**config.mk**
```make
export PLATFORM = sky130hd
export DESIGN_NAME = gapc_queue
export DESIGN_NICKNAME = d
export VERILOG_FILES = /design/src/sv/gapc_queue.sv
export SDC_FILE = /design/constraint.sdc
export NUM_CORES = 1
export LEC_CHECK = 0
export ABC_CLOCK_PERIOD_IN_PS = 3900
export BUFFER_PORTS_ARGS = -buffer_cell sky130_fd_sc_hd__buf_2
export CORE_ASPECT_RATIO = 0.5
export CORE_MARGIN = 1
export CORE_UTILIZATION = 25
export DETAILED_ROUTE_END_ITERATION = 8
export GPL_ROUTABILITY_DRIVEN = 0
export HOLD_SLACK_MARGIN = 0.02
export SYNTH_ARGS = -nofsm -noshare
export SYNTH_HDL_FRONTEND = slang
export SYNTH_SLANG_ARGS = --single-unit
```
**constraint.sdc**
```tcl
create_clock -name clk_i -period 3.9 [get_ports clk_i]
set_clock_uncertainty 0.2 [all_clocks]
set_input_delay 0.78 -clock clk_i [delete_from_list [all_inputs] [get_ports clk_i]]
set_output_delay 0.78 -clock clk_i [all_outputs]
set_load 0.05 [all_outputs]
```
**src/sv/gapc_queue.sv**
```systemverilog
// Small register queue between the accumulate front end and the scaling back end.
module gapc_queue #(
  parameter int Width = 8,
  parameter int Depth = 4
) (
  input  logic             clk_i,
  input  logic             rst_ni,
  input  logic             push_valid_i,
  output logic             push_ready_o,
  input  logic [Width-1:0] push_data_i,
  output logic             pop_valid_o,
  input  logic             pop_ready_i,
  output logic [Width-1:0] pop_data_o
);

  localparam int PtrW = $clog2(Depth);

  logic [Width-1:0] entries_q [Depth];
  logic [PtrW-1:0]  wr_ptr_q, rd_ptr_q;
  logic [PtrW:0]    count_q;
  logic             do_push, do_pop;

  assign push_ready_o = count_q != (PtrW+1)'(Depth);
  assign pop_valid_o  = count_q != '0;
  assign do_push      = push_valid_i && push_ready_o;
  assign do_pop       = pop_valid_o && pop_ready_i;
  assign pop_data_o   = entries_q[rd_ptr_q];

  always_ff @(posedge clk_i or negedge rst_ni) begin
    if (!rst_ni) begin
      wr_ptr_q <= '0;
      rd_ptr_q <= '0;
      count_q  <= '0;
    end else begin
      if (do_push) begin
        wr_ptr_q <= (wr_ptr_q == PtrW'(Depth-1)) ? '0 : wr_ptr_q + PtrW'(1);
      end
      if (do_pop) begin
        rd_ptr_q <= (rd_ptr_q == PtrW'(Depth-1)) ? '0 : rd_ptr_q + PtrW'(1);
      end
      if (do_push && !do_pop) begin
        count_q <= count_q + (PtrW+1)'(1);
      end else if (do_pop && !do_push) begin
        count_q <= count_q - (PtrW+1)'(1);
      end
    end
  end

  always_ff @(posedge clk_i) begin
    if (do_push) begin
      entries_q[wr_ptr_q] <= push_data_i;
    end
  end

endmodule

```
==> results.py <==
metrics = {
    "sta": {
        "setup_tns_ns": 0,
        "rsz0062_at_grt": "no",
        "maxSlewHeadroom_pct": 60.3,
        "drv_slew": 0,
        "finalCriticalPeriod_ns": 2.78,
        "fmax_ghz": 0.359,
        "whs_ns": 0.120,
        "finalSetupViolations": 0,
        "worstMarginPinSlew_ns": 0.595,
        "finalHoldViolCount": 0,
        "worst_slack_ns": 1.12,
        "finalCritPeriodShare_pct": 71.4,
    },
    "worst_setup_path": {
        "worst_ep_required_time_ns": 2.92,
        "end_kind": "primary output",
        "crit_fanout": 11,
        "cp_data_arrival_time_ns": 1.80,
        "worstSetupPathType": "reg -> out",
        "cp-start-kind": "register",
    },
    "logic_synthesis": {
        "synth.avg_cell_area_um2": 20.2,
        "syn_area_um2": 1600,
        "synth_area_leaders": "edfxtp_1, mux4_2, dfrtp_1, ha_1, mux2_2",
        "ys_async_sr_fraction_pct": 17.9,
        "yosys_register_bits": 39,
        "synth_top_area_share_pct": 60.1,
        "yosysSeqAreaShare_pct": 71.0,
        "yosys-top-cells-count": "edfxtp_1, mux4_2, dfrtp_1, ha_1",
        "syn_nets": 98,
        "yosysTopAreaCell": "edfxtp_1",
        "synth-edff-count": 32,
        "yosysWarningCount": 0,
        "synth.most_common_cell": "edfxtp_1",
        "ys_types": 18,
        "netlist_instances": 79,
        "yosys_most_used_dff": "edfxtp_1",
    },
    "grt": {
        "gr-total-overflow": 0,
        "grt_pass1_vias": 764,
        "groute.layer.met3.usage_pct": 3.19,
        "antenna_found_initial": 0,
        "top_usage_layer": "met2",
        "grt_pass1_wl_mm": 3.97,
        "grt_max_degree": 13,
        "grt_use_met1_pct": 9.98,
        "met2_usage_pct": 13.3,
        "grt_util_all_layers_pct": 8.49,
    },
    "drt": {
        "drt_iter0_markers": 31,
        "vias_per_cell": 3.88,
        "dr_total_vias": 752,
        "post_drt_wl_per_cell_um": 12.4,
        "ant_nets": 0,
        "drc": 0,
        "wl_mm": 2.41,
        "dr.pass1.iters": 4,
    },
    "floorplan": {
        "die_area_um2": 6740,
        "io_pins": 22,
        "num_rows": 20,
        "die_w_um": 115,
        "core-area_um2": 6130,
        "start_util_pct": 26.1,
        "die_y_um": 58.6,
    },
    "placement": {
        "place_ws_ns": 1.37,
        "hpwl_mm": 1.59,
        "port_buffers": 21,
        "placed_area_um2": 1810,
    },
    "clock_network": {
        "cts.sinks": 39,
        "cts_buffers": 5,
        "clk_pin_slew_ns": 0.06,
        "cts_tree": "done",
        "insertion_delay_ns": 0.28,
        "clk_path_buf_depth": 2,
        "cts_resized": 0,
        "cts_hold_buffers": 0,
        "htreeDepth": 2,
        "cts_setup_buffers": 0,
        "clock-root-buffer": "clkbuf_16",
    },
    "pwr": {
        "total_power_mw": 1.74,
        "p_leak_nw": 0.732,
        "p_per_area_nw_per_um2": 880,
        "peakVddDrop_v": 0.000256,
    },
    "run": {
        "max_cap_violations": 0,
    },
    "worst_hold_path": {
        "hold_path.class": "in -> async",
    },
    "final_layout": {
        "stdcell_area_um2": 1980,
        "antenna_cells": 0,
        "area_growth_pct": 23.8,
        "final_nets": 124,
        "drive_gt1_share_pct": 42.5,
    },
    "status": {
        "status": "complete, no violations",
    },
}
sequential cells by signal (all words and copies together), names as in the netlist:
name / cells
count_q: 3
rd_ptr_q: 2
entries_q: 32
wr_ptr_q: 2
worst paths after layout:
path,startpoint,to,slack [ns],cells after the start
setup / recovery,rd_ptr_q[0]$_DFFE_PN0P_,pop_data_o[0],1.12,2
max in group asynchronous,rst_ni,rd_ptr_q[1]$_DFFE_PN0P_,3.22,1
hold reg to reg,count_q[2]$_DFFE_PN0P_,count_q[2]$_DFFE_PN0P_,0.33,1
min in group clk_i,count_q[2]$_DFFE_PN0P_,count_q[2]$_DFFE_PN0P_,0.33,1
hold / removal,rst_ni,count_q[0]$_DFFE_PN0P_,0.12,1
setup reg to reg,count_q[0]$_DFFE_PN0P_,count_q[2]$_DFFE_PN0P_,1.64,8
power breakdown:
group / internal, mW / switching [mW] / leakage (nW)
logic: 0.233 / 0.378 / 0.270
registers: 0.565 / 0.0941 / 0.375
clock network: 0.318 / 0.153 / 0.0868
total: 1.12 / 0.626 / 0.732
per-stage QoR:
stage / cells / utilization, %
after detailed placement: 186 / 29.4
after CTS: 194 / 32.3
after floorplan: 79 / -
after global routing: 194 / 32.3
final: 194 / 32.3
after global placement: 186 / 29.4
cell type report:
cell class	instances	area [µm²]
tap	88	110
clock buffer	6	139
sequential	39	1140
inverter	3	11.3
clock inverter	2	35.0
multi-input combinational	35	443
timing repair buffer	21	105
fill	595	4150
per-layer routing:
metal / vias up / wire length, µm
met2: 9 / 1180
met3: 5 / 89
li1: 353 / -
met5: - / 0
met1: 385 / 1090
met4: 0 / 57
cell usage in the layout (no fill, tap or decap):
master	netlist	layout
a21boi_2	1	1
and2_1	4	4
buf_2	1	21
bufinv_16	0	1
clkbuf_16	0	5
clkbuf_8	0	1
clkinv_2	0	1
dfrtp_1	7	7
edfxtp_1	32	32
fa_1	1	1
ha_1	6	6
inv_1	3	3
mux2_2	3	3
mux2_4	2	2
mux4_2	8	8
nand2_1	1	1
nand2_4	1	1
nor2_1	4	4
or3_4	1	1
xnor2_1	1	1
xor2_1	2	2
worst max-delay path: stages (launching register included):
cell	delay (ns)
dfrtp_1	0.72
mux4_2	0.58
buf_2	0.22
logic make-up after synthesis:
| kind of cell | after synthesis | share of synthesized area (%) |
|---|---|---|
| simple gates | 11 | 4.15 |
| fa+ha+maj | 7 | 5.95 |
| xor+xnor | 3 | 1.64 |
| compound gates | 1 | 0.704 |
| mux | 13 | 15.3 |
| buf+inv | 5 | 1.25 |
| flops | 39 | 71.0 |
Power figures use the tool's default switching activity.
