==> src/sv/gapc_pkg.sv <==
// Shared types, widths and constants of the global average pooling block.
package gapc_pkg;

  localparam int DefaultMaxChannels = 1024;
  localparam int SampleW    = 32;
  localparam int SumW       = 48;
  localparam int ChanIdxW   = 10;
  localparam int ChanCntW   = 11;
  localparam int RowCntW    = 16;
  localparam int ScaleW     = 32;
  localparam int ScaleFracW = 24;
  localparam int CfgIdxW    = 3;
  localparam int CfgDataW   = 32;
  localparam int QueueDepth = 4;

  typedef enum logic [CfgIdxW-1:0] {
    CFG_CHANNEL_COUNT = 3'd0,
    CFG_ROW_COUNT     = 3'd1,
    CFG_SCALE         = 3'd2,
    CFG_OUT_MIN       = 3'd3,
    CFG_OUT_MAX       = 3'd4
  } cfg_reg_e;

  typedef struct packed {
    logic [ChanCntW-1:0]       channel_count;
    logic [RowCntW-1:0]        row_count;
    logic [ScaleW-1:0]         scale;
    logic signed [SampleW-1:0] out_min;
    logic signed [SampleW-1:0] out_max;
  } cfg_t;

  localparam logic [ChanCntW-1:0]       ChanCountRst = 11'd1;
  localparam logic [RowCntW-1:0]        RowCountRst  = 16'd1;
  localparam logic [ScaleW-1:0]         ScaleRst     = 32'h0100_0000;
  localparam logic signed [SampleW-1:0] SatMin       = 32'sh8000_0000;
  localparam logic signed [SampleW-1:0] SatMax       = 32'sh7FFF_FFFF;

endpackage

==> src/sv/gapc_back.sv <==
// Back end: scales each channel total, rounds, saturates, clamps and drives the result.
module gapc_back
  import gapc_pkg::*;
#(
  parameter int MaxChannels = DefaultMaxChannels
) (
  input  logic                           clk_i,
  input  logic                           rst_ni,
  input  cfg_t                           cfg_i,
  input  logic                           pop_valid_i,
  output logic                           pop_ready_o,
  input  logic [SumW-1:0]                pop_sum_i,
  input  logic [$clog2(MaxChannels)-1:0] pop_idx_i,
  input  logic                           pop_last_i,
  output logic                           out_valid_o,
  input  logic                           out_ready_i,
  output logic [SampleW-1:0]             pooled_o,
  output logic [ChanIdxW-1:0]            chan_index_o,
  output logic                           last_chan_o
);

  localparam int ChanW = $clog2(MaxChannels);
  localparam int HiW   = SumW - ScaleFracW;            // 24
  localparam int PHiW  = HiW + ScaleW + 1;             // 57
  localparam int PLoW  = ScaleFracW + ScaleW;          // 56
  localparam int VW    = PHiW + 1;                     // 58
  localparam int RndW  = PLoW + 1 - ScaleFracW;        // 33

  logic                    en;

  logic                    s1_valid_q;
  logic signed [PHiW-1:0]  s1_phi_q;
  logic [PLoW-1:0]         s1_plo_q;
  logic [ChanW-1:0]        s1_idx_q;
  logic                    s1_last_q;

  logic                    s2_valid_q;
  logic [VW-1:0]           s2_v_q;
  logic [ChanW-1:0]        s2_idx_q;
  logic                    s2_last_q;

  logic                    out_valid_q;
  logic [SampleW-1:0]      pooled_q;
  logic [ChanW-1:0]        idx_q;
  logic                    last_q;

  logic signed [HiW-1:0]   sum_hi;
  logic [ScaleFracW-1:0]   sum_lo;
  logic signed [ScaleW:0]  scale_s;
  logic signed [PHiW-1:0]  phi;
  logic [PLoW-1:0]         plo;
  logic [PLoW:0]           plo_rnd;
  logic [RndW-1:0]         rnd;
  logic [VW-1:0]           v;
  logic                    in_range;
  logic signed [SampleW-1:0] sat, lo_clamped, res;

  // Whole pipeline moves together; hold everything while the output word waits.
  assign en          = !out_valid_q || out_ready_i;
  assign pop_ready_o = en;

  // sum * scale split as sum_hi * scale * 2^24 + sum_lo * scale.
  assign sum_hi  = pop_sum_i[SumW-1:ScaleFracW];
  assign sum_lo  = pop_sum_i[ScaleFracW-1:0];
  assign scale_s = {1'b0, cfg_i.scale};
  assign phi     = sum_hi * scale_s;
  assign plo     = sum_lo * cfg_i.scale;

  // Round half up: add one half at bit 23 before dropping the fraction.
  assign plo_rnd = {1'b0, s1_plo_q} + (PLoW+1)'(1 << (ScaleFracW-1));
  assign rnd     = plo_rnd[PLoW:ScaleFracW];
  assign v       = {s1_phi_q[PHiW-1], s1_phi_q} + {{(VW-RndW){1'b0}}, rnd};

  assign in_range   = (s2_v_q[VW-1:SampleW-1] == {(VW-SampleW+1){s2_v_q[VW-1]}});
  assign sat        = in_range ? $signed(s2_v_q[SampleW-1:0]) :
                      (s2_v_q[VW-1] ? SatMin : SatMax);
  // Lower bound first, so inverted bounds give the upper one.
  assign lo_clamped = (sat < cfg_i.out_min) ? cfg_i.out_min : sat;
  assign res        = (lo_clamped > cfg_i.out_max) ? cfg_i.out_max : lo_clamped;

  always_ff @(posedge clk_i or negedge rst_ni) begin
    if (!rst_ni) begin
      s1_valid_q  <= 1'b0;
      s2_valid_q  <= 1'b0;
      out_valid_q <= 1'b0;
    end else if (en) begin
      s1_valid_q  <= pop_valid_i;
      s2_valid_q  <= s1_valid_q;
      out_valid_q <= s2_valid_q;
    end
  end

  always_ff @(posedge clk_i) begin
    if (en) begin
      s1_phi_q  <= phi;
      s1_plo_q  <= plo;
      s1_idx_q  <= pop_idx_i;
      s1_last_q <= pop_last_i;
      s2_v_q    <= v;
      s2_idx_q  <= s1_idx_q;
      s2_last_q <= s1_last_q;
      pooled_q  <= res;
      idx_q     <= s2_idx_q;
      last_q    <= s2_last_q;
    end
  end

  assign out_valid_o  = out_valid_q;
  assign pooled_o     = pooled_q;
  assign chan_index_o = ChanIdxW'(idx_q);
  assign last_chan_o  = last_q;

endmodule

==> config.mk <==
export PLATFORM = sky130hd
export DESIGN_NAME = gapc_back
export DESIGN_NICKNAME = d
export VERILOG_FILES = /design/src/sv/gapc_pkg.sv /design/src/sv/gapc_back.sv
export SDC_FILE = /design/constraint.sdc
export NUM_CORES = 2
export LEC_CHECK = 0
export ABC_AREA = 1
export BUFFER_PORTS_ARGS = -buffer_cell sky130_fd_sc_hd__buf_2
export CORE_UTILIZATION = 40
export DETAILED_ROUTE_END_ITERATION = 10
export PLACE_DENSITY_LB_ADDON = 0.3
export SYNTH_ARGS = -nofsm -noshare
export SYNTH_HDL_FRONTEND = slang
export SYNTH_SLANG_ARGS = --single-unit
==> constraint.sdc <==
create_clock -name clk_i -period 10.1 [get_ports clk_i]
set_input_delay 1.515 -clock clk_i [delete_from_list [all_inputs] [get_ports clk_i]]
set_output_delay 1.515 -clock clk_i [all_outputs]
set_load 0.01 [all_outputs]
==> flow_metrics.env <==
export IMPL_outcome="complete, no violations"
export IMPL_clockRootBuffer="clkbuf_16"
export IMPL_num_vias=49590
export IMPL_rsz0062_at_grt="no"
export IMPL_synth_edff_count=213
export IMPL_critical_path_cell_chain="buf_2, nand2_1, fa_1, fa_1, fa_1, fa_1, fa_1, inv_1, fa_1, inv_1, fa_1, inv_1, ha_1, a21oi_1, o21ai_0, nand2_1, nand3_1, a21boi_1, o21ai_1, a21oi_1, o21ai_1, nand2_1, nand2_1, xor2_1"
export IMPL_avgSynthCellArea_um2=7.989
export IMPL_grt_pass1_vias=52870
export IMPL_coreArea_um2=158400
export IMPL_setup_viol=0
export IMPL_top_usage_layer="met2"
export IMPL_endpoint_kind="flop"
export IMPL_holdPathStages=0
export IMPL_drc=0
export IMPL_grtUsageMet3_pct=3.453
export IMPL_grt_use_met2_pct=38.24
export IMPL_setup_tns_ps=0
export IMPL_ys_types=46
export IMPL_cap_violations=0
export IMPL_finalHoldViolCount=0
export IMPL_drt_iter0_drc=3056
export IMPL_startpoint_type="input pin"
export IMPL_fin_area_um2=67720
export IMPL_fmax_mhz=120.2
export IMPL_grtUsageTotal_pct=22.82
export IMPL_synth_area_leaders="fa_1 (41%), inv_1 (15%), nand2_1 (11%), edfxtp_1 (10%), ha_1 (9.7%)"
export IMPL_nets=9961
export IMPL_synth_warnings=0
export IMPL_dieHeight_um=401.3
export IMPL_ys_flop_type="edfxtp_1"
export IMPL_multi_input_area_um2=46480
export IMPL_dr_pass1_iters=5
export IMPL_tightest_slew_ps=1232
export IMPL_met1_usage_pct=30.51
export IMPL_cts_tree="built"
export IMPL_grt_max_degree=92
export IMPL_synth_cell_area_um2=63790
export IMPL_numPortBuffers=203
export IMPL_nFillCells=15770
export IMPL_synthCells=7984
export IMPL_vias_per_cell=4.930
export IMPL_syn_nets=9979
export IMPL_async_reset_ff_share_pct=1.389
export IMPL_cp_max_fo=32
export IMPL_ys_ff_latch=216
export IMPL_layout_drive_gt1_share_pct=4.385
export IMPL_yosysTopAreaCell="fa_1"
export IMPL_clkTransAtPathRegs_ps=60
export IMPL_regArea_um2=6471
export IMPL_post_cts_resized=0
export IMPL_place_hpwl_mm=143.6
export IMPL_placed_area_um2=66920
export IMPL_crit_type="input pin to flop"
export IMPL_antenna_found_initial=17
export IMPL_slowest_stage="buf_2"
export IMPL_gr_total_overflow=0
export IMPL_skew_ps=34.80
export IMPL_io_pins=231
export IMPL_slowest_delay_ps=750
export IMPL_cpMostUsedCell="fa_1"
export IMPL_drtAntennaViolNets=0
export IMPL_maxSlewHeadroom_pct=17.90
export IMPL_grt_pass1_wl_mm=289.5
export IMPL_routedWlPerCell_um=17.94
export IMPL_min_path_type="flop to flop"
export IMPL_numCtsBuffers=23
export IMPL_postCtsSetupBuffers=0
export IMPL_clock_latency_ps=560
export IMPL_fin_crit_ps=8322
export IMPL_yosysSeqAreaShare_pct=10.14
export IMPL_die_x_um=401.3
export IMPL_cts_htree_levels=1
export IMPL_die_area_um2=161100
export IMPL_gp_congestion=0.9065
export IMPL_dp_cells=10010
export IMPL_clockBufferDepth=3
export IMPL_num_rows=146
export IMPL_slew_viol_final=0
export IMPL_min_period_over_period_pct=82.40
export IMPL_reg2regPathDepth=29
export IMPL_synth_top_area_share_pct=41.30
export IMPL_required_ps=10370
export IMPL_finalWirelength_mm=180.5
export IMPL_hold_buffers=0
export IMPL_clock_sinks=216
export IMPL_arrival_ps=8590
export IMPL_initial_core_util_pct=40.28
export IMPL_fin_cells=10060
export IMPL_area_growth_pct=6.161
[cell families after synthesis]
group                      count (synthesis)  synth area share (%)
DFF                                      216                 10.14
AOI/OAI and AO/OA                        465                 4.105
adders and majority gates               1809                 50.97
and+or+nand+nor                         2449                 15.40
muxes                                      1               0.01765
xor gates and xnor gates                 172                 2.362
buffers and inverters                   2872                 16.99
[worst max-delay path: cells and delay by family]
kind,cells,cell delay (ps)
AOI/OAI and AO/OA,6,1380
xor gates and xnor gates,1,150
adders and majority gates,8,3970
buffers and inverters,4,890
and+or+nand+nor,5,650
[synth_stat cells, types with 2 or more instances]
library cell	instances
inv_1	2536
xor2_1	108
o21ai_1	11
fa_1	1316
nand2_2	2
a31oi_1	53
o21ai_0	114
edfxtp_1	213
and3_1	3
buf_1	54
a221oi_1	2
dfrtp_1	3
clkbuf_1	269
o221ai_1	6
a21oi_1	208
nand2_1	1880
or2_2	12
a211oi_1	10
nor4_1	17
o2111ai_1	2
a21o_1	12
nand3_2	3
o21a_1	14
o211ai_1	4
and2_1	31
o311ai_0	6
or2_1	2
o31ai_1	7
nor3_1	44
nand2_4	2
buf_6	7
nand3_1	153
xnor2_1	64
o21bai_1	4
a21boi_1	3
nand3b_1	4
nand4_1	66
ha_1	493
nor2_1	229
buf_2	6
a21boi_0	6
[registers in the layout, indices dropped and copies added, names as in the netlist]
register,count
s1_valid_q,1
out_valid_o,1
s1_phi_q,57
last_chan_o,1
s2_idx_q,10
s2_valid_q,1
s2_last_q,1
s1_plo_q,33
pooled_o,32
chan_index_o,10
s2_v_q,58
s1_last_q,1
s1_idx_q,10
[per-layer routing]
metal / part of all wire (%) / vias to the layer above / routed length [um]
met2: 47 / 1740 / 84830
met1: 42 / 24670 / 75670
met4: 3.2 / 18 / 5794
met5: 0.057 / - / 103
li1: - / 22820 / -
met3: 7.8 / 342 / 14100
[final timing paths]
path | startpoint | endpoint | slack, ps
max in group asynchronous | rst_ni | s1_valid_q | 9250
worst min-delay path | s2_last_q | last_chan_o | 420
worst min register to register | s2_last_q | last_chan_o | 420
worst max register to register | s2_v_q[57] | pooled_o[24] | 2750
min in group asynchronous | rst_ni | out_valid_o | 750
worst max-delay path | pop_sum_i[27] | s1_phi_q[51] | 1780
[cells in the final DEF (no fill, tap or decap), types with 4 or more instances in the layout]
| cell type | synthesis | layout |
|---|---|---|
| or2_2 | 12 | 12 |
| buf_12 | 0 | 13 |
| a21o_1 | 12 | 12 |
| nand2_1 | 1880 | 1879 |
| a21boi_0 | 6 | 6 |
| inv_1 | 2536 | 2536 |
| nor2_1 | 229 | 229 |
| nor4_1 | 17 | 17 |
| o21ai_0 | 114 | 114 |
| diode_2 | 0 | 5 |
| a21oi_1 | 208 | 208 |
| and2_1 | 31 | 31 |
| xor2_1 | 108 | 108 |
| o21ai_1 | 11 | 11 |
| buf_4 | 0 | 77 |
| clkbuf_16 | 0 | 23 |
| o211ai_1 | 4 | 4 |
| o21a_1 | 14 | 14 |
| o31ai_1 | 7 | 7 |
| xnor2_1 | 64 | 64 |
| o21bai_1 | 4 | 4 |
| edfxtp_1 | 213 | 213 |
| nand3b_1 | 4 | 4 |
| a31oi_1 | 53 | 53 |
| o311ai_0 | 6 | 6 |
| o221ai_1 | 6 | 6 |
| ha_1 | 493 | 493 |
| nand3_1 | 153 | 153 |
| nor3_1 | 44 | 44 |
| clkbuf_1 | 269 | 5 |
| a211oi_1 | 10 | 10 |
| nand4_1 | 66 | 66 |
| bufinv_16 | 0 | 4 |
| buf_2 | 6 | 203 |
| fa_1 | 1316 | 1316 |
[layout make-up]
type | instances | area share [%]
multi-input cells | 4896 | 68.64
repair buffers | 293 | 2.738
inverters | 2536 | 14.06
flip-flops and latches | 216 | 9.556
well taps | 2072 | 3.828
diodes | 5 | 0.01848
clock inverters | 13 | 0.2808
clock buffers | 28 | 0.8776
[through the flow]
step,setup slack (ps),hold slack (ps),util [%]
after floorplan,2356,400.3,-
after global placement,1277,401.3,42.25
after detailed placement,1237,404.5,42.25
after CTS,1834,419.1,42.75
after global routing,1454,421.7,42.76
final,1778,417.6,42.76
Power is not shown: default switching activity piles up to over one toggle a cycle in this logic, so the estimate is an artifact.
